`src/rtl/core/ps2mt_pkg.sv`:
```
// ps2mt_pkg: shared types and constants for the ps2 mouse packet tracker
// no dependencies; imported by every module under rtl/core
`timescale 1ns / 1ps

package ps2mt_pkg;

  // fixed field widths
  localparam int BYTE_BITS   = 8;
  localparam int LIMIT_BITS  = 12;
  localparam int OUT_BITS    = 12;
  localparam int BTN_BITS    = 3;
  localparam int COUNT_BITS  = 32;
  localparam int DELTA_BITS  = 9;
  localparam int CFG_IDX_BITS = 2;

  // flag byte layout
  localparam int SYNC_BIT    = 3;
  localparam int X_SIGN_BIT  = 4;
  localparam int Y_SIGN_BIT  = 5;

  // configuration register indexes
  localparam logic [CFG_IDX_BITS-1:0] REG_X_LIMIT = 2'd0;
  localparam logic [CFG_IDX_BITS-1:0] REG_Y_LIMIT = 2'd1;

  // reset values
  localparam logic [LIMIT_BITS-1:0] X_LIMIT_RESET = 12'd799;
  localparam logic [LIMIT_BITS-1:0] Y_LIMIT_RESET = 12'd599;
  localparam int POS_X_RESET = 400;
  localparam int POS_Y_RESET = 300;

  // position within a 3-byte packet
  typedef enum logic [2:0] {
    SLOT_FLAG = 3'b001,
    SLOT_X    = 3'b010,
    SLOT_Y    = 3'b100
  } slot_t;

  // decoded view of the word currently in the framer
  typedef struct packed {
    logic                          emits;    // word completes a packet
    logic [BTN_BITS-1:0]           buttons;
    logic signed [DELTA_BITS-1:0]  dx;
    logic signed [DELTA_BITS-1:0]  dy;
  } pkt_t;

endpackage

```
`src/rtl/core/ps2_mouse_packet_tracker.sv`:
```
// ps2_mouse_packet_tracker: top level, input register, cursor state and result register
// depends on ps2mt_pkg, ps2mt_framer, ps2mt_axis
`timescale 1ns / 1ps

// Takes raw PS/2 mouse bytes, one word per handshake on the in channel, and
// frames them into 3-byte packets (flag, X move, Y move). A word offered as
// the first of a packet is dropped unless its bit 3 is set. Each completed
// packet produces one word on the out channel with the clamped cursor
// position (Y inverted to screen orientation), the three button bits, the
// packet count and the raw byte count (both including this word, wrapping
// at 2^32). Dropped and partial-packet bytes produce nothing but still count.
// Rate: one input word per cycle sustained; each word sits in the input
// register, where framing, the cursor add and the clamp run, and a completed
// packet then moves into the output register, which raises out_valid. Only
// the output register can stall the input side, and only for words that
// complete a packet.
// Configuration: cfg index 0 writes x_limit, index 1 writes y_limit, other
// indexes are ignored; cfg_ready is always high. Limits take effect at the
// next completed packet. Reset puts the cursor at (400, 300), saturated to
// the coordinate range set by COORD_BITS.

module ps2_mouse_packet_tracker
  import ps2mt_pkg::*;
#(
  parameter int COORD_BITS = 12
) (
  input  logic                    clk,
  input  logic                    rst,
  // raw byte channel
  input  logic                    in_valid,
  output logic                    in_ready,
  input  logic [BYTE_BITS-1:0]    data_byte,
  // packet result channel
  output logic                    out_valid,
  input  logic                    out_ready,
  output logic [OUT_BITS-1:0]     cursor_x,
  output logic [OUT_BITS-1:0]     cursor_y,
  output logic [BTN_BITS-1:0]     button_bits,
  output logic [COUNT_BITS-1:0]   packets_done,
  output logic [COUNT_BITS-1:0]   bytes_seen,
  // configuration write channel
  input  logic                    cfg_valid,
  output logic                    cfg_ready,
  input  logic [CFG_IDX_BITS-1:0] cfg_index,
  input  logic [LIMIT_BITS-1:0]   cfg_data
);

  // width wide enough for both the coordinate and the 12-bit result field
  localparam int WW = (COORD_BITS > OUT_BITS) ? COORD_BITS : OUT_BITS;
  localparam int COORD_MAX = (1 << COORD_BITS) - 1;
  localparam logic [COORD_BITS-1:0] X_RESET =
    COORD_BITS'((POS_X_RESET > COORD_MAX) ? COORD_MAX : POS_X_RESET);
  localparam logic [COORD_BITS-1:0] Y_RESET =
    COORD_BITS'((POS_Y_RESET > COORD_MAX) ? COORD_MAX : POS_Y_RESET);

  // config registers
  logic [LIMIT_BITS-1:0] x_limit;
  logic [LIMIT_BITS-1:0] y_limit;

  // input register stage
  logic                  s1_valid;
  logic [BYTE_BITS-1:0]  s1_byte;
  logic                  s1_fire;
  logic                  out_free;

  // tracked state
  logic [COORD_BITS-1:0] pos_x;
  logic [COORD_BITS-1:0] pos_y;
  logic [COORD_BITS-1:0] pos_x_next;
  logic [COORD_BITS-1:0] pos_y_next;
  logic [COUNT_BITS-1:0] packet_counter;
  logic [COUNT_BITS-1:0] packet_counter_next;
  logic [COUNT_BITS-1:0] byte_counter;
  logic [COUNT_BITS-1:0] byte_counter_next;
  logic [WW-1:0]         pos_x_wide;
  logic [WW-1:0]         pos_y_wide;

  pkt_t                  pkt;

  assign cfg_ready = 1'b1;

  always_ff @(posedge clk) begin
    if (rst) begin
      x_limit <= X_LIMIT_RESET;
      y_limit <= Y_LIMIT_RESET;
    end else if (cfg_valid) begin
      case (cfg_index)
        REG_X_LIMIT: x_limit <= cfg_data;
        REG_Y_LIMIT: y_limit <= cfg_data;
        default: ;
      endcase
    end
  end

  // a word leaves the input register unless it completes a packet while
  // the output register is still full
  assign out_free = !out_valid || out_ready;
  assign s1_fire  = s1_valid && (out_free || !pkt.emits);
  assign in_ready = !s1_valid || s1_fire;

  always_ff @(posedge clk) begin
    if (rst) begin
      s1_valid <= 1'b0;
    end else if (in_ready) begin
      s1_valid <= in_valid;
    end
  end

  always_ff @(posedge clk) begin
    if (in_ready && in_valid) begin
      s1_byte <= data_byte;
    end
  end

  // framing
  ps2mt_framer u_framer (
    .clk        (clk),
    .rst        (rst),
    .word_valid (s1_valid),
    .word_fire  (s1_fire),
    .word_byte  (s1_byte),
    .pkt        (pkt)
  );

  // cursor update, Y subtracted since ps2 Y points up
  ps2mt_axis #(.COORD_BITS(COORD_BITS), .INVERT(1'b0)) u_axis_x (
    .pos      (pos_x),
    .delta    (pkt.dx),
    .limit    (x_limit),
    .pos_next (pos_x_next)
  );

  ps2mt_axis #(.COORD_BITS(COORD_BITS), .INVERT(1'b1)) u_axis_y (
    .pos      (pos_y),
    .delta    (pkt.dy),
    .limit    (y_limit),
    .pos_next (pos_y_next)
  );

  assign byte_counter_next   = byte_counter + 1'b1;
  assign packet_counter_next = packet_counter + 1'b1;
  assign pos_x_wide          = WW'(pos_x_next);
  assign pos_y_wide          = WW'(pos_y_next);

  // state commit
  always_ff @(posedge clk) begin
    if (rst) begin
      pos_x          <= X_RESET;
      pos_y          <= Y_RESET;
      packet_counter <= '0;
      byte_counter   <= '0;
    end else if (s1_fire) begin
      byte_counter <= byte_counter_next;
      if (pkt.emits) begin
        pos_x          <= pos_x_next;
        pos_y          <= pos_y_next;
        packet_counter <= packet_counter_next;
      end
    end
  end

  // output register
  always_ff @(posedge clk) begin
    if (rst) begin
      out_valid <= 1'b0;
    end else if (s1_fire && pkt.emits) begin
      out_valid <= 1'b1;
    end else if (out_ready) begin
      out_valid <= 1'b0;
    end
  end

  always_ff @(posedge clk) begin
    if (s1_fire && pkt.emits) begin
      cursor_x     <= pos_x_wide[OUT_BITS-1:0];
      cursor_y     <= pos_y_wide[OUT_BITS-1:0];
      button_bits  <= pkt.buttons;
      packets_done <= packet_counter_next;
      bytes_seen   <= byte_counter_next;
    end
  end

endmodule

```
`src/rtl/core/ps2mt_framer.sv`:
```
// ps2mt_framer: 3-byte packet framing with bit-3 resync
// depends on ps2mt_pkg
`timescale 1ns / 1ps

module ps2mt_framer
  import ps2mt_pkg::*;
(
  input  logic                 clk,
  input  logic                 rst,
  input  logic                 word_valid,
  input  logic                 word_fire,
  input  logic [BYTE_BITS-1:0] word_byte,
  output pkt_t                 pkt
);

  slot_t                slot;
  slot_t                slot_next;
  logic [BYTE_BITS-1:0] flag_byte;
  logic [BYTE_BITS-1:0] flag_byte_next;
  logic [BYTE_BITS-1:0] move_x_byte;
  logic [BYTE_BITS-1:0] move_x_byte_next;

  always_comb begin
    slot_next        = slot;
    flag_byte_next   = flag_byte;
    move_x_byte_next = move_x_byte;
    pkt.emits        = 1'b0;
    case (slot)
      SLOT_FLAG: begin
        if (word_byte[SYNC_BIT]) begin
          flag_byte_next = word_byte;
          slot_next      = SLOT_X;
        end
      end
      SLOT_X: begin
        move_x_byte_next = word_byte;
        slot_next        = SLOT_Y;
      end
      default: begin
        // third byte closes the packet
        pkt.emits = word_valid;
        slot_next = SLOT_FLAG;
      end
    endcase
    pkt.buttons = flag_byte[BTN_BITS-1:0];
    pkt.dx      = {flag_byte[X_SIGN_BIT], move_x_byte};
    pkt.dy      = {flag_byte[Y_SIGN_BIT], word_byte};
  end

  always_ff @(posedge clk) begin
    if (rst) begin
      slot        <= SLOT_FLAG;
      flag_byte   <= '0;
      move_x_byte <= '0;
    end else if (word_fire) begin
      slot        <= slot_next;
      flag_byte   <= flag_byte_next;
      move_x_byte <= move_x_byte_next;
    end
  end

endmodule

```
`src/rtl/core/ps2mt_axis.sv`:
```
// ps2mt_axis: one cursor axis, adds (or, with INVERT, subtracts) a signed move and clamps to [0, limit]
// depends on ps2mt_pkg
`timescale 1ns / 1ps

module ps2mt_axis
  import ps2mt_pkg::*;
#(
  parameter int COORD_BITS = 12,
  parameter bit INVERT     = 1'b0
) (
  input  logic [COORD_BITS-1:0]        pos,
  input  logic signed [DELTA_BITS-1:0] delta,
  input  logic [LIMIT_BITS-1:0]        limit,
  output logic [COORD_BITS-1:0]        pos_next
);

  localparam int SW = COORD_BITS + 2;
  localparam int LW = (COORD_BITS > LIMIT_BITS) ? COORD_BITS : LIMIT_BITS;
  localparam logic [LW-1:0] COORD_MAX = LW'((64'd1 << COORD_BITS) - 64'd1);

  logic signed [SW-1:0]   pos_ext;
  logic signed [SW-1:0]   delta_ext;
  logic signed [SW-1:0]   sum;
  logic [LW-1:0]          limit_ext;
  logic [COORD_BITS-1:0]  lim;
  logic signed [SW-1:0]   lim_ext;

  always_comb begin
    pos_ext   = $signed({2'b00, pos});
    delta_ext = {{(SW-DELTA_BITS){delta[DELTA_BITS-1]}}, delta};
    sum       = INVERT ? (pos_ext - delta_ext) : (pos_ext + delta_ext);
    // limit saturates at the coordinate range
    limit_ext = LW'(limit);
    lim       = (limit_ext > COORD_MAX) ? COORD_MAX[COORD_BITS-1:0]
                                        : limit_ext[COORD_BITS-1:0];
    lim_ext   = $signed({2'b00, lim});
    if (sum < 0) begin
      pos_next = '0;
    end else if (sum > lim_ext) begin
      pos_next = lim;
    end else begin
      pos_next = sum[COORD_BITS-1:0];
    end
  end

endmodule
```
`config.mk`:
```
export PLATFORM = sky130hd
export DESIGN_NAME = ps2_mouse_packet_tracker
export DESIGN_NICKNAME = d
export VERILOG_FILES = /design/src/rtl/core/ps2mt_pkg.sv /design/src/rtl/core/ps2_mouse_packet_tracker.sv /design/src/rtl/core/ps2mt_framer.sv /design/src/rtl/core/ps2mt_axis.sv
export SDC_FILE = /design/constraint.sdc
export NUM_CORES = 1
export LEC_CHECK = 0
export BUFFER_PORTS_ARGS = -buffer_cell sky130_fd_sc_hd__buf_2
export CORE_MARGIN = 5
export CORE_UTILIZATION = 25
export DETAILED_ROUTE_END_ITERATION = 8
export GPL_ROUTABILITY_DRIVEN = 1
export HOLD_SLACK_MARGIN = 0.1
export SLEW_MARGIN = 15
export SYNTH_ARGS = -nofsm -noshare
export SYNTH_HDL_FRONTEND = slang
export SYNTH_SLANG_ARGS = --single-unit
export TNS_END_PERCENT = 10
```
`constraint.sdc`:
```
create_clock -name clk -period 8.2 [get_ports clk]
set_clock_uncertainty 0.05 [all_clocks]
set_input_delay 0.82 -clock clk [delete_from_list [all_inputs] [get_ports clk]]
set_output_delay 0.82 -clock clk [all_outputs]
set_load 0.02 [all_outputs]
```
==> reports/results.txt, run 1 <==
The run finished with clean final reports. The worst-case headroom to the max-slew limit is 25.9%, and the path depth of the worst reg2reg path is 18. Of the cells placed in the final design, the portion with a size suffix greater than 1 is 14.9%. sky130_fd_sc_hd__edfxtp_1 takes more of the synthesized area than any other cell.

The count of final max-slew check failures was 0; the final-stage net count was 1328. Counting tap cells, the placed design contains a total of 1812 instances. Setup repair after global routing left no endpoint under its margin. The final routed DRC violation total was 0. TritonCTS built the clock tree. Remaining antenna violation count: 0.

Summing the areas of all compound-gate instances in the mapped netlist gives 10.5% of the synthesized area. Origin of the critical flop-to-flop path: s1_byte[2]. Of the synthesized area, sequential elements account for 50.0%. Counting the buffers created by CTS gives 27.

The number of buffer cells added on primary ports is 119, and the via count of the routed design is 8530. At the pin with the least slew margin, the transition time is 1.11 ns. In the finished design, the share of the clock period the worst path needs comes to 53.5%. The number of H-tree branching levels is 1, and the clock period minus final worst setup slack is 4.39 ns. The arithmetic-cell share of the synthesized area counting full adders, half adders and majority gates came out at 6.06%.

The top cell types in the final layout, fill and taps aside, are sky130_fd_sc_hd__nor2_1 (131), sky130_fd_sc_hd__dfxtp_1 (130), sky130_fd_sc_hd__buf_2 (118), sky130_fd_sc_hd__edfxtp_1 (99), sky130_fd_sc_hd__nand2_1 (96). The fraction of registers with async set or reset after synthesis came out at 0%. The logs give 4611 for the count of filler cells inserted in the layout and 3.81 ns for the worst-case register-to-register setup slack.

The tools report the cell at the root of the clock tree as sky130_fd_sc_hd__clkbuf_16. For this configuration, the core starts out at a cell density of 25.2%. Summed over all failing endpoints, the final setup total negative slack is 0 ns. For the sink count of the clock tree, the log shows 229.

The worst setup path is launched from a flop. Summing the areas of all xor and xnor instances in the mapped netlist gives 10.0% of the synthesized area. The repair_antennas step left the layout with diodes totalling 0.

The run gives 3 as the buffer depth of the longest clock path. The combined area of all synthesized cells is 11200 µm², and the area of the core is 44200 µm². The run gives 0 as the total congestion overflow after global routing. The master of the slowest instance on the critical path is sky130_fd_sc_hd__a211o_1. The number of post-CTS setup repair buffers is 0, and the ratio of routed vias to standard cells is 4.58.

The largest single stage delay on the critical path is 0.57 ns. The number of global-route vias before repair was 8192. The flip-flop and latch count after synthesis is 229.

Most frequently used flop master after synthesis: sky130_fd_sc_hd__dfxtp_1. The highest net fanout along the worst path is 12, and the insertion delay to the later sink of the worst-skew pair is 0.56 ns. Worst hold path startpoint: data_byte[6]. By area, the combinational part of the netlist is dominated by simple AND/OR/NAND/NOR gates. When the netlist entered floorplanning its net count stood at 1222. The average instance area after synthesis was 9.76 µm²; the count of boundary I/O pins was 121. The violation count after the first detailed-routing iteration is 720.

The die covers 49000 µm². After synthesis, the cell types taking the most area are sky130_fd_sc_hd__edfxtp_1 (27%), sky130_fd_sc_hd__dfxtp_1 (23%), sky130_fd_sc_hd__ha_1 (5.6%). The layout overhead on the synthesized area works out to 18.5%.

The synthesized design contains 99 enable-type register cells. The path class of the lowest-slack min-delay path is input port to flop. For this run, the total global-route usage over all layers was measured as 11.2%. The synthesized netlist devotes 17.9% of its cell area to simple gates. For this design, the CTS-stage hold fixing added 0 buffers.

The final non-filler cell total was 1862; the number of warning messages in the yosys log was 0. The number of max-cap violations was 0; the maximum number of pins on one net before global-route repair was 89. The post-synthesis cell type count came out at 57. The initial antenna violation count is 0.

Capturing point of the worst reg2reg path: cursor_y[0]. The cell depth of the worst min-delay path is 1. For the count of TritonRoute iterations in the first routing pass, the log shows 5.

In the synthesized netlist, the number of instances is 1143. STA classifies the critical path endpoint as a flop. Once detailed placement completed, the half-perimeter wirelength came to 20000 µm.

Setup violations remaining at the end of the flow were counted as 0. The congestion estimate from routability-driven global placement came to 0.866. Data on the critical path is required at its endpoint by 8.46 ns. The first global-routing pass estimated 45300 µm of wire. The critical path in this run is classified as flop to flop.

The share of synthesized area in the top cell type comes to 26.6%. Walking the worst path, the cells encountered are inv_1 > ha_1 > o21ai_0 > a21oi_1 > o21a_1 > nor2_1 > o21bai_1 > a21oi_1 > xnor2_1 > ha_1 > nand4_1 > or2_2 > nor3_1 > mux2i_1 > and4_1 > a211o_1 > mux2i_1 > nor2_1. Leaving out fill and tap cells, the most frequent cell in the layout is sky130_fd_sc_hd__nor2_1.

The run gives 28500 µm as the overall routed net length. Hold path endpoint: s1_byte[6]. The initialized floorplan defines 77 standard-cell rows. After synthesis, the share of cell area in mux cells is 1.84%. The height of the chip works out to 221 µm. The standby leakage power was 0.00531 µW. Power density of the placed cells: 203 nW/µm². The worst-case IR drop observed on VDD is 122 µV. The wire length per cell after detailed routing works out to 15.3 µm. Derived from the worst setup path, the maximum achievable clock frequency is 228 MHz.

The clock-pin transition on the worst setup and hold timing paths is 0.06 ns, and the total of cells resized after clock tree synthesis is 0. Data arrival time of the critical path: 4.65 ns. The width of the die came out at 221 µm. The final hold violation count is 0.
state kept, by name (all words and copies together) (netlist names):
register,flops
cursor_y,12
x_limit,12
bytes_seen,32
u_framer.move_x_byte,8
u_framer.slot,3
packet_counter,32
byte_counter,32
pos_y,12
button_bits,3
cursor_x,12
pos_x,12
y_limit,12
out_valid,1
packets_done,32
s1_byte,8
s1_valid,1
u_framer.flag_byte,5
logic make-up (layout without fill, tap and decap cells):
group | after synthesis | count (layout)
AND/OR/NAND/NOR | 421 | 421
flip-flops | 229 | 229
AO/OA/AOI/OAI | 191 | 191
XOR/XNOR | 126 | 126
buffers and inverters | 102 | 229
adder cells (fa/ha/maj) | 53 | 53
multiplexers | 20 | 20
other | 1 | 1
worst max-delay path: cells and delay by family, from the launching register on:
family	cells	cell delay, ns
XOR/XNOR	1	0.11
buffers and inverters	1	0.10
AO/OA/AOI/OAI	6	1.45
multiplexers	2	0.45
AND/OR/NAND/NOR	6	0.98
adder cells (fa/ha/maj)	2	0.60
flip-flops	1	0.39
cell type report:
cell class                      instances  area [µm²]  share of cell area (%)
Clock buffer                           35         748                    5.66
Clock inverter                         15         118                   0.889
Inverter                               53         201                    1.52
Multi-Input combinational cell        812        5190                    39.3
Sequential cell                       229        5580                    42.1
Tap cell                              592         741                    5.60
Timing Repair Buffer                  126         651                    4.92
layer usage:
metal | track usage [%] | up-vias | part of all wire, % | routed length (µm)
met5 | 0 | - | 0 | 0
met4 | 2.28 | 0 | 1.9 | 533
met3 | 2.33 | 36 | 6.7 | 1910
met2 | 18.0 | 253 | 45 | 12800
met1 | 15.6 | 4022 | 46 | 13200
li1 | - | 4219 | - | -
power by group:
| group | switching (µW) | internal, µW | leakage, µW | total [µW] |
|---|---|---|---|---|
| clock network | 508 | 657 | 0.000424 | 1160 |
| logic | 181 | 104 | 0.00284 | 285 |
| registers | 14.9 | 1220 | 0.00205 | 1230 |
| total | 704 | 1980 | 0.00531 | 2680 |
worst max-delay path by stage:
| stage | startpoint | end | slack [ns] | cells past startpoint |
|---|---|---|---|---|
| after detailed placement | s1_byte[2] | cursor_y[5] | 3.93 | 18 |
| after global routing | s1_byte[2] | cursor_y[0] | 3.51 | 18 |
| after CTS | s1_byte[2] | cursor_y[5] | 3.90 | 18 |
| after global placement | s1_byte[2] | cursor_y[0] | 4.05 | 18 |
| after floorplan | out_ready | packet_counter[3] | 3.47 | 8 |
| final | s1_byte[2] | cursor_y[0] | 3.81 | 18 |
through the flow:
stage	power, µW	utilization (%)	worst slack (ns)	hold slack (ns)	cell area (µm²)
global placement	1530	27.9	4.05	0.386	12400
floorplan	1470	-	3.47	0.358	11200
global route	2810	29.9	3.51	0.354	13200
CTS	2730	29.9	3.90	0.355	13200
detailed placement	1540	27.9	3.93	0.373	12400
finish	2680	29.9	3.81	0.388	13200
synth_stat cells (36+ instances only):
library cell                 n
sky130_fd_sc_hd__xor2_1     65
sky130_fd_sc_hd__nor2_1    132
sky130_fd_sc_hd__inv_1      53
sky130_fd_sc_hd__ha_1       50
sky130_fd_sc_hd__nand3_1    56
sky130_fd_sc_hd__nand2_1    96
sky130_fd_sc_hd__edfxtp_1   99
sky130_fd_sc_hd__o21ai_0    36
sky130_fd_sc_hd__a21oi_1    75
sky130_fd_sc_hd__clkbuf_1   40
sky130_fd_sc_hd__xnor2_1    60
sky130_fd_sc_hd__dfxtp_1   130
Power figures use the tool's default switching activity.
==> inputs of run 2 (changes only) <==
ABC_AREA = 1   (was default)
clock period = 3.56 ns   (was 8.2 ns; I/O delays follow)
==> reports/results.txt, run 2 <==
Origin of the critical flop-to-flop path: u_framer.move_x_byte[0]. The die outline area was 50500 µm² (+3.2%). The highest clock frequency the design can meet came out at 293 MHz (+29%).

Number of H-tree branching levels: 1 (unchanged). Share of Yosys cell area claimed by the top area cell type: 25.8% (-0.87 points). The wire length of the first global-routing pass is 49200 µm (+8.6%). The all-layer global routing usage is 11.9% (+0.76 points), and the synthesized instance count is 1344 (+18%). The floorplan row count is 78 (+1.3%), and the number of max-cap violations is 0 (unchanged). The worst-case register-to-register setup slack was 0.15 ns (-3.66 ns). Insertion delay to the later sink of the worst-skew pair: 0.54 ns (-0.02 ns). Final core utilization: 31.7% (+1.8 points). The layout overhead on the synthesized area is 24.9%.

The path class of the lowest-slack min-delay path is input port to flop. The largest total area in the synthesized netlist belongs to sky130_fd_sc_hd__edfxtp_1. The tools report the count of TritonRoute iterations in the first routing pass as 5 (unchanged).

The period utilization works out to 95.9% (+42 points). The run gives 1592 (+20%) as the final-stage net count. Critical path's largest stage delay: 0.39 ns (-0.18 ns).

The worst-case setup slack after placement is -0.0197 ns (-3.95 ns), and the combinational share of power is 18.8% (+8.2 points). The cell at the root of the clock tree is sky130_fd_sc_hd__clkbuf_16. Master of the slowest instance on the critical path: sky130_fd_sc_hd__fa_2. The overall power is 6980 µW (+160%).

The signal on the critical path passes through ha_4 > inv_2 > fa_2 > nand3b_1 > nand2_2 > a21oi_4 > o21bai_1 > xor2_1 > inv_1 > ha_1 > nand2_1 > inv_1 > nand3_2 > inv_2 > nand3_2 > nand2_4 > nand2_8 > nor2_4 > nand2_2 > and2_4. The tools report the combined area of all synthesized cells as 11500 µm² (+3.4%). The switching share of power was 28.1% (+1.9 points); the count of final max-slew check failures was 0 (unchanged). The final routed DRC violation total came out at 0 (unchanged).

The ratio of routed vias to standard cells was 4.41 (-3.6%). The library cells used most frequently in the layout, excluding fill and tap cells, are sky130_fd_sc_hd__nand2_1 (262), sky130_fd_sc_hd__inv_1 (192), sky130_fd_sc_hd__dfxtp_1 (128), sky130_fd_sc_hd__buf_2 (119), sky130_fd_sc_hd__edfxtp_1 (99). For the final hold violation count, the log shows 0 (unchanged). The portion of total power attributed to sequential cells is 42.3% (-3.6 points), and the height of the chip is 225 µm (+1.6%). TritonCTS built the clock tree. The number of warning messages in the yosys log was 0 (unchanged); the worst voltage drop across the vdd grid was 333 µV (+170%). The logs give 1960 µW (+180%) for the reported net switching power and 0.00625 µW (+18%) for the standby leakage power. For the count of boundary I/O pins, the log shows 121 (unchanged). The logic depth of the worst path, buffers included was 20 (+2); the internal power was 5020 µW (+150%). STA classifies the critical path startpoint as a flop. The logs give 0 (unchanged) for the total congestion overflow after global routing and 56 (-37%) for the maximum number of pins on one net before global-route repair. The number of buffer cells added on primary ports was 119 (unchanged).

By area the synthesized netlist is led by sky130_fd_sc_hd__edfxtp_1 (26%), sky130_fd_sc_hd__dfxtp_1 (23%), sky130_fd_sc_hd__nand2_1 (9.0%). The logs give 50 (-12%) for the post-synthesis cell type count and 4 (+4) for the initial antenna violation count. The fraction of registers with async set or reset after synthesis was 0% (unchanged); the clock period minus final worst setup slack was 3.41 ns (-0.976 ns). The commonest cells after synthesis are sky130_fd_sc_hd__nand2_1 (277), sky130_fd_sc_hd__inv_1 (200), sky130_fd_sc_hd__dfxtp_1 (130). The number of global-route vias before repair was 9093 (+11%).

Synthesized netlist net count: 1423 (+16%). The number of synthesized flops with an enable pin was 99 (unchanged). The tools report the hold path endpoint as y_limit[11]. For the smallest hold slack, the log shows 0.124 ns (-0.265 ns). The family with the most delay on the worst path was simple AND/OR/NAND/NOR gates.

For the weighted congestion at the end of routability-driven global placement, the log shows 0.896 (+3.5%). The path depth of the worst reg2reg path works out to 20 (+2). The share of final-layout standard cells stronger than drive strength 1 is 20.6% (+5.7 points), and the worst setup margin is 0.147 ns (-3.66 ns).

Flip-flop and latch count after synthesis: 229 (unchanged). The most frequent cell after synthesis is sky130_fd_sc_hd__nand2_1. The power density of the placed cells was 485 nW/µm² (+140%); the highest net fanout along the worst path was 6 (-6).

The slew at the pin closest to its max-slew limit is 0.811 ns (-0.300 ns). Via count of the routed design: 9433 (+11%). The average instance area after synthesis was 8.58 µm² (-12%); the combined buffer and inverter count along the critical path was 4 (+3).

The number of cells after detailed placement was 2052 (+13%); the wire length per cell after detailed routing was 14.7 µm (-3.8%). The run gives 48.3% (-1.6 points) as the proportion of synthesized chip area in sequential cells. The tools report the worst-case headroom to the max-slew limit as 45.9% (+20 points).

For the buffer depth of the longest clock path, the log shows 3 (unchanged). The required arrival time at the worst endpoint came out at 3.81 ns (-4.65 ns). The sink count of the clock tree came out at 229 (unchanged).

The number of buffers inserted during clock tree synthesis is 27 (unchanged). Setup repair after global routing could not meet its margin everywhere. The tools report the element type at the critical path end as a flop. The overall routed net length is 31400 µm (+10%), and the total setup violations reported at the end of the flow is 0 (unchanged). Among all flip-flop cells after synthesis, the most frequent one is sky130_fd_sc_hd__dfxtp_1. Clock-pin transition on the worst setup and hold timing paths: 0.06 ns (about the same). Worst hold path startpoint: cfg_data[11]. The initial cell density of the core is 25.4% (+0.13 points). Leaving out fill and tap cells, the most frequent cell in the layout is sky130_fd_sc_hd__nand2_1. The violation count after the first detailed-routing iteration came out at 699 (-2.9%). The worst setup path is of the flop to flop kind. Source of the critical timing path: u_framer.move_x_byte[0]. The part of the power in the clock network is 38.9% (-4.5 points). The run finished with clean final reports.

The data arrival time of the critical path came out at 3.66 ns (-0.99 ns). The run gives 0 (unchanged) as the remaining antenna violation count. The final non-filler cell total was 2137 (+15%); the width of the die was 225 µm (+1.6%).

Detailed placer's ending HPWL: 23000 µm (+15%). For the area of the core, the log shows 45500 µm² (+2.8%). The worst register-to-register path ends at cursor_x[11]. The cell depth of the worst min-delay path is 3 (+2).
## run 2: cell count changes after synthesis, moves of 23 or more
cell,delta
sky130_fd_sc_hd__o21ai_0,+27
sky130_fd_sc_hd__nor2_1,-41
sky130_fd_sc_hd__inv_1,+147
sky130_fd_sc_hd__and3_1,-23
sky130_fd_sc_hd__nand2_1,+181
sky130_fd_sc_hd__xnor2_1,-53
## run 2: how the worst max path moves through the flow
stage              endpoint  slack, ns
3_5_place_dp    cursor_x[6]      -0.02
3_3_place_gp   cursor_y[10]       0.04
2_1_floorplan      pos_y[4]       0.25
4_1_cts        cursor_x[11]       0.02
5_1_grt        cursor_x[11]      -0.07
6_report       cursor_x[11]       0.15
## run 2: logic make-up after synthesis
logic type / count (synthesis) / share of synthesized area [%]
flip-flops: 229 / 48.3
other: 1 / 0.0325
AND/OR/NAND/NOR: 557 / 22.5
AO/OA/AOI/OAI: 196 / 9.77
adder cells (fa/ha/maj): 52 / 5.77
XOR/XNOR: 72 / 5.53
buffers and inverters: 237 / 8.08
## run 2: final cells by class
class,count,area [µm²]
Fill cell,4722,31100
Sequential cell,229,5580
Multi-Input combinational cell,879,5360
Timing Repair Buffer,172,1070
Inverter,204,766
Tap cell,600,751
Clock buffer,35,746
Clock inverter,14,123
Antenna cell,4,10.0
## run 2: layer usage
metal	track usage, %	share of wire (%)	vias up
li1	-	-	4753
met1	16.3	47	4350
met2	19.0	44	270
met3	2.41	5.9	60
met4	3.79	3.3	0
met5	0	0	-
## run 2: tightest hold or removal path, cell delays in order
cell and delay [ns]:
sky130_fd_sc_hd__buf_2 0.13, sky130_fd_sc_hd__o21ai_0 0.09, sky130_fd_sc_hd__a21oi_1 0.10
## run 2: per-stage QoR
stage	TNS (ns)	cell area, µm²
after floorplan	0	11500
after global placement	0	12900
after detailed placement	-0.0742	12900
after CTS	0	14000
after global routing	-0.763	14400
final	0	14400
## run 2: power by group through the flow
stage / logic (µW) / registers, µW / clock network (µW)
2_1_floorplan: 777 / 3030 / 0
3_3_place_gp: 1100 / 3000 / 0
3_5_place_dp: 1120 / 3000 / 0
4_1_cts: 1150 / 2950 / 2800
5_1_grt: 1460 / 2960 / 2920
6_report: 1310 / 2950 / 2710
## run 2: what timing repair did
item,4_1_cts,5_1_grt
hold endpoints to repair,24,0
hold buffers,18,0
setup endpoints to repair,15,48
gates resized for setup,3,70
gates cloned,0,1
pin swaps,0,22
buffers inserted,0,13
==> inputs of run 3 (changes only) <==
ABC_AREA = default   (was 1)
SKIP_CTS_REPAIR_TIMING = 1   (was default)
==> reports/results.txt, run 3 (same netlist as run 1, synthesis figures left out) <==
The tools report the remaining antenna violation count as 0 (unchanged). The run gives 8861 (-6.1%) as the via count of the routed design. The worst register-to-register path ends at cursor_y[3]. The checks that failed: negative setup slack. The logs give -0.194 ns (-0.342 ns) for the worst setup margin and 47.0% (+1.1 points) for the worst-case headroom to the max-slew limit. The detailed placer's ending HPWL was 21100 µm (-8.0%); the initial cell density of the core was 25.2% (-0.13 points). For the total congestion overflow after global routing, the log shows 0 (unchanged).

The number of buffers inserted during clock tree synthesis was 27 (unchanged); the count of boundary I/O pins was 121 (unchanged). The min-delay analysis places its worst path in the category input port to flop. For the final core utilization, the log shows 32.5% (+0.82 points).

For the initial antenna violation count, the log shows 0 (-4). The logs give 77 (-1.3%) for the floorplan row count and 46100 µm (-6.3%) for the wire length of the first global-routing pass. Traced cell by cell, the critical path runs through ha_2 > inv_2 > fa_2 > buf_4 > a21o_1 > a211oi_1 > nor2_1 > ha_1 > o21ai_0 > nand2b_1 > a31o_2 > a21oi_1 > o31ai_1 > a211o_1 > buf_12 > mux2i_2 > nor2_1. For the count of filler cells inserted in the layout, the log shows 4541 (-3.8%). Hold path endpoint: x_limit[10].

The tools report the worst-case register-to-register setup slack as -0.19 ns (-0.34 ns). Number of global-route vias before repair: 8594 (-5.5%). The area growth from synthesis to layout is 28.8%. The overall routed net length was 29200 µm (-7.2%). Highest net fanout along the worst path: 8 (+2). The run gives 49000 µm² (-3.1%) as the die outline area. The logs give 68 (+21%) for the maximum number of pins on one net before global-route repair and 44200 µm² (-2.8%) for the area of the core. The cell depth of the worst min-delay path was 2 (-1). The violation count after the first detailed-routing iteration is 338 (-52%). The flow ran to the end, but the final reports show violations.

The clock period minus final worst setup slack came out at 3.75 ns (+0.342 ns). The run gives 3.82 ns (about the same) as the required arrival time at the worst endpoint. The slowest stage of the critical path belongs to the cell sky130_fd_sc_hd__fa_2.

The worst setup path is launched from a flop. The run gives 0 (unchanged) as the count of final max-slew check failures. Most common library cell in the layout ignoring fill and taps: sky130_fd_sc_hd__nor2_1.

TritonCTS built the clock tree. The critical path class was flop to flop. The period utilization was 105% (+9.6 points); the worst voltage drop across the vdd grid was 347 µV (+4.2%). The height of the chip works out to 221 µm (-1.6%). The final-stage net count is 1428 (-10%), and the sink count of the clock tree is 229 (unchanged). The path depth of the worst reg2reg path was 17 (-15%); the smallest hold slack was 0.270 ns (+0.147 ns).

The number of H-tree branching levels was 1 (unchanged); the data arrival time of the critical path was 4.02 ns (+0.36 ns). The critical path's largest stage delay was 0.37 ns (-0.02 ns). The tools report the final hold violation count as 0 (unchanged).

The tools report the total setup violations reported at the end of the flow as 24 (+24). The weighted congestion at the end of routability-driven global placement was 0.868 (-3.2%); the area of the multi-input gates was 5430 µm² (+1.1%). The highest clock frequency the design can meet is 266 MHz (-9.1%).

Number of max-cap violations: 0 (unchanged). The slew at the pin closest to its max-slew limit works out to 0.793 ns (-0.0177 ns). The tools report the flip-flop and latch area as 5580 µm² (unchanged). The cell occurring most often along the worst timing path is sky130_fd_sc_hd__nor2_1. Element type at the critical path end: a flop.

The final antenna diode count came out at 0 (-4). For the all-layer global routing usage, the log shows 11.4% (-0.56 points). The final routed DRC violation total came out at 0 (unchanged).

The number of buffer cells added on primary ports works out to 119 (unchanged). The overall power is 6610 µW (-5.3%), and the wire length per cell after detailed routing is 14.9 µm (+1.1%). The tools report the insertion delay to the later sink of the worst-skew pair as 0.56 ns (+0.02 ns).

Tracing the worst setup path back leads to its startpoint at s1_byte[0]. Leaving out fill and tap cells, the most frequent cells in the layout are sky130_fd_sc_hd__nor2_1 (129), sky130_fd_sc_hd__dfxtp_1 (128), sky130_fd_sc_hd__buf_2 (118), sky130_fd_sc_hd__edfxtp_1 (99), sky130_fd_sc_hd__nand2_1 (96). The standby leakage power is 0.00583 µW (-6.8%). The worst hold path startpoint is rst. The ratio of routed vias to standard cells is 4.52 (+2.3%). Clock tree synthesis selected as its root buffer the cell sky130_fd_sc_hd__clkbuf_16. The origin of the critical flop-to-flop path was s1_byte[0]. Setup repair after global routing could not meet its margin everywhere.

Width of the die: 221 µm (-1.6%). The power density of the placed cells is 460 nW/µm² (-5.1%), and the clock-pin transition on the worst setup and hold timing paths is 0.06 ns (about the same). The count of TritonRoute iterations in the first routing pass was 5 (unchanged); the share of final-layout standard cells stronger than drive strength 1 was 22.7% (+2.1 points).

The buffer depth of the longest clock path was 3 (unchanged).
[run 3: cell types whose count changed in the layout (fill, tap and decap cells not counted), moves of 18 or more]
cell / change
sky130_fd_sc_hd__nor2_1: +44
sky130_fd_sc_hd__buf_4: +48
sky130_fd_sc_hd__nand2_2: -19
sky130_fd_sc_hd__inv_1: -142
sky130_fd_sc_hd__nand2_1: -166
sky130_fd_sc_hd__and3_1: +23
sky130_fd_sc_hd__or3_1: +18
sky130_fd_sc_hd__o21ai_0: -29
sky130_fd_sc_hd__xnor2_1: +55
[run 3: routing by layer]
layer | vias up | GRT usage, % | share of wire, %
met3 | 50 | 2.49 | 5.1
met4 | 0 | 3.72 | 2.5
met2 | 178 | 18.4 | 46
met5 | - | 0 | 0
li1 | 4428 | - | -
met1 | 4205 | 15.2 | 46
[run 3: final cells by class]
class,count,share of cell area (%)
clock buffers,32,5.20
inverters,53,1.40
clock inverters,18,1.20
repair buffers,226,10.5
multi-input cells,812,37.8
flip-flops and latches,229,38.8
well taps,592,5.15
[run 3: worst max-delay path: cells and delay by family, from the launching register on]
| family | cells | cell delay (ns) |
|---|---|---|
| fa+ha+maj | 3 | 0.89 |
| mux | 1 | 0.20 |
| buf+inv | 3 | 0.37 |
| compound gates | 7 | 1.38 |
| flops | 1 | 0.36 |
| simple gates | 3 | 0.25 |
[run 3: stage by stage]
step	std cells	area, µm²	setup slack, ns	setup TNS (ns)
final	1962	14400	-0.194	-2.55
after global routing	1962	14400	-0.421	-9.18
after detailed placement	1887	13000	-0.429	-10.83
after CTS	1937	13900	-0.443	-11.51
after global placement	1887	13000	-0.360	-7.83
after floorplan	1143	11200	-0.197	-2.89
[run 3: worst max path at each step]
stage | slack (ns) | end | depth (start not counted)
after global placement | -0.36 | cursor_y[8] | 19
after global routing | -0.42 | cursor_y[3] | 19
after CTS | -0.44 | cursor_y[4] | 18
after floorplan | -0.20 | cursor_y[0] | 19
after detailed placement | -0.43 | cursor_y[6] | 18
final | -0.19 | cursor_y[3] | 17
[run 3: where the power goes]
| part | switching (µW) | total, µW | internal [µW] |
|---|---|---|---|
| Sequential | 35.2 | 2840 | 2800 |
| Clock | 1150 | 2810 | 1660 |
| Combinational | 504 | 956 | 452 |
| Total | 1690 | 6610 | 4920 |
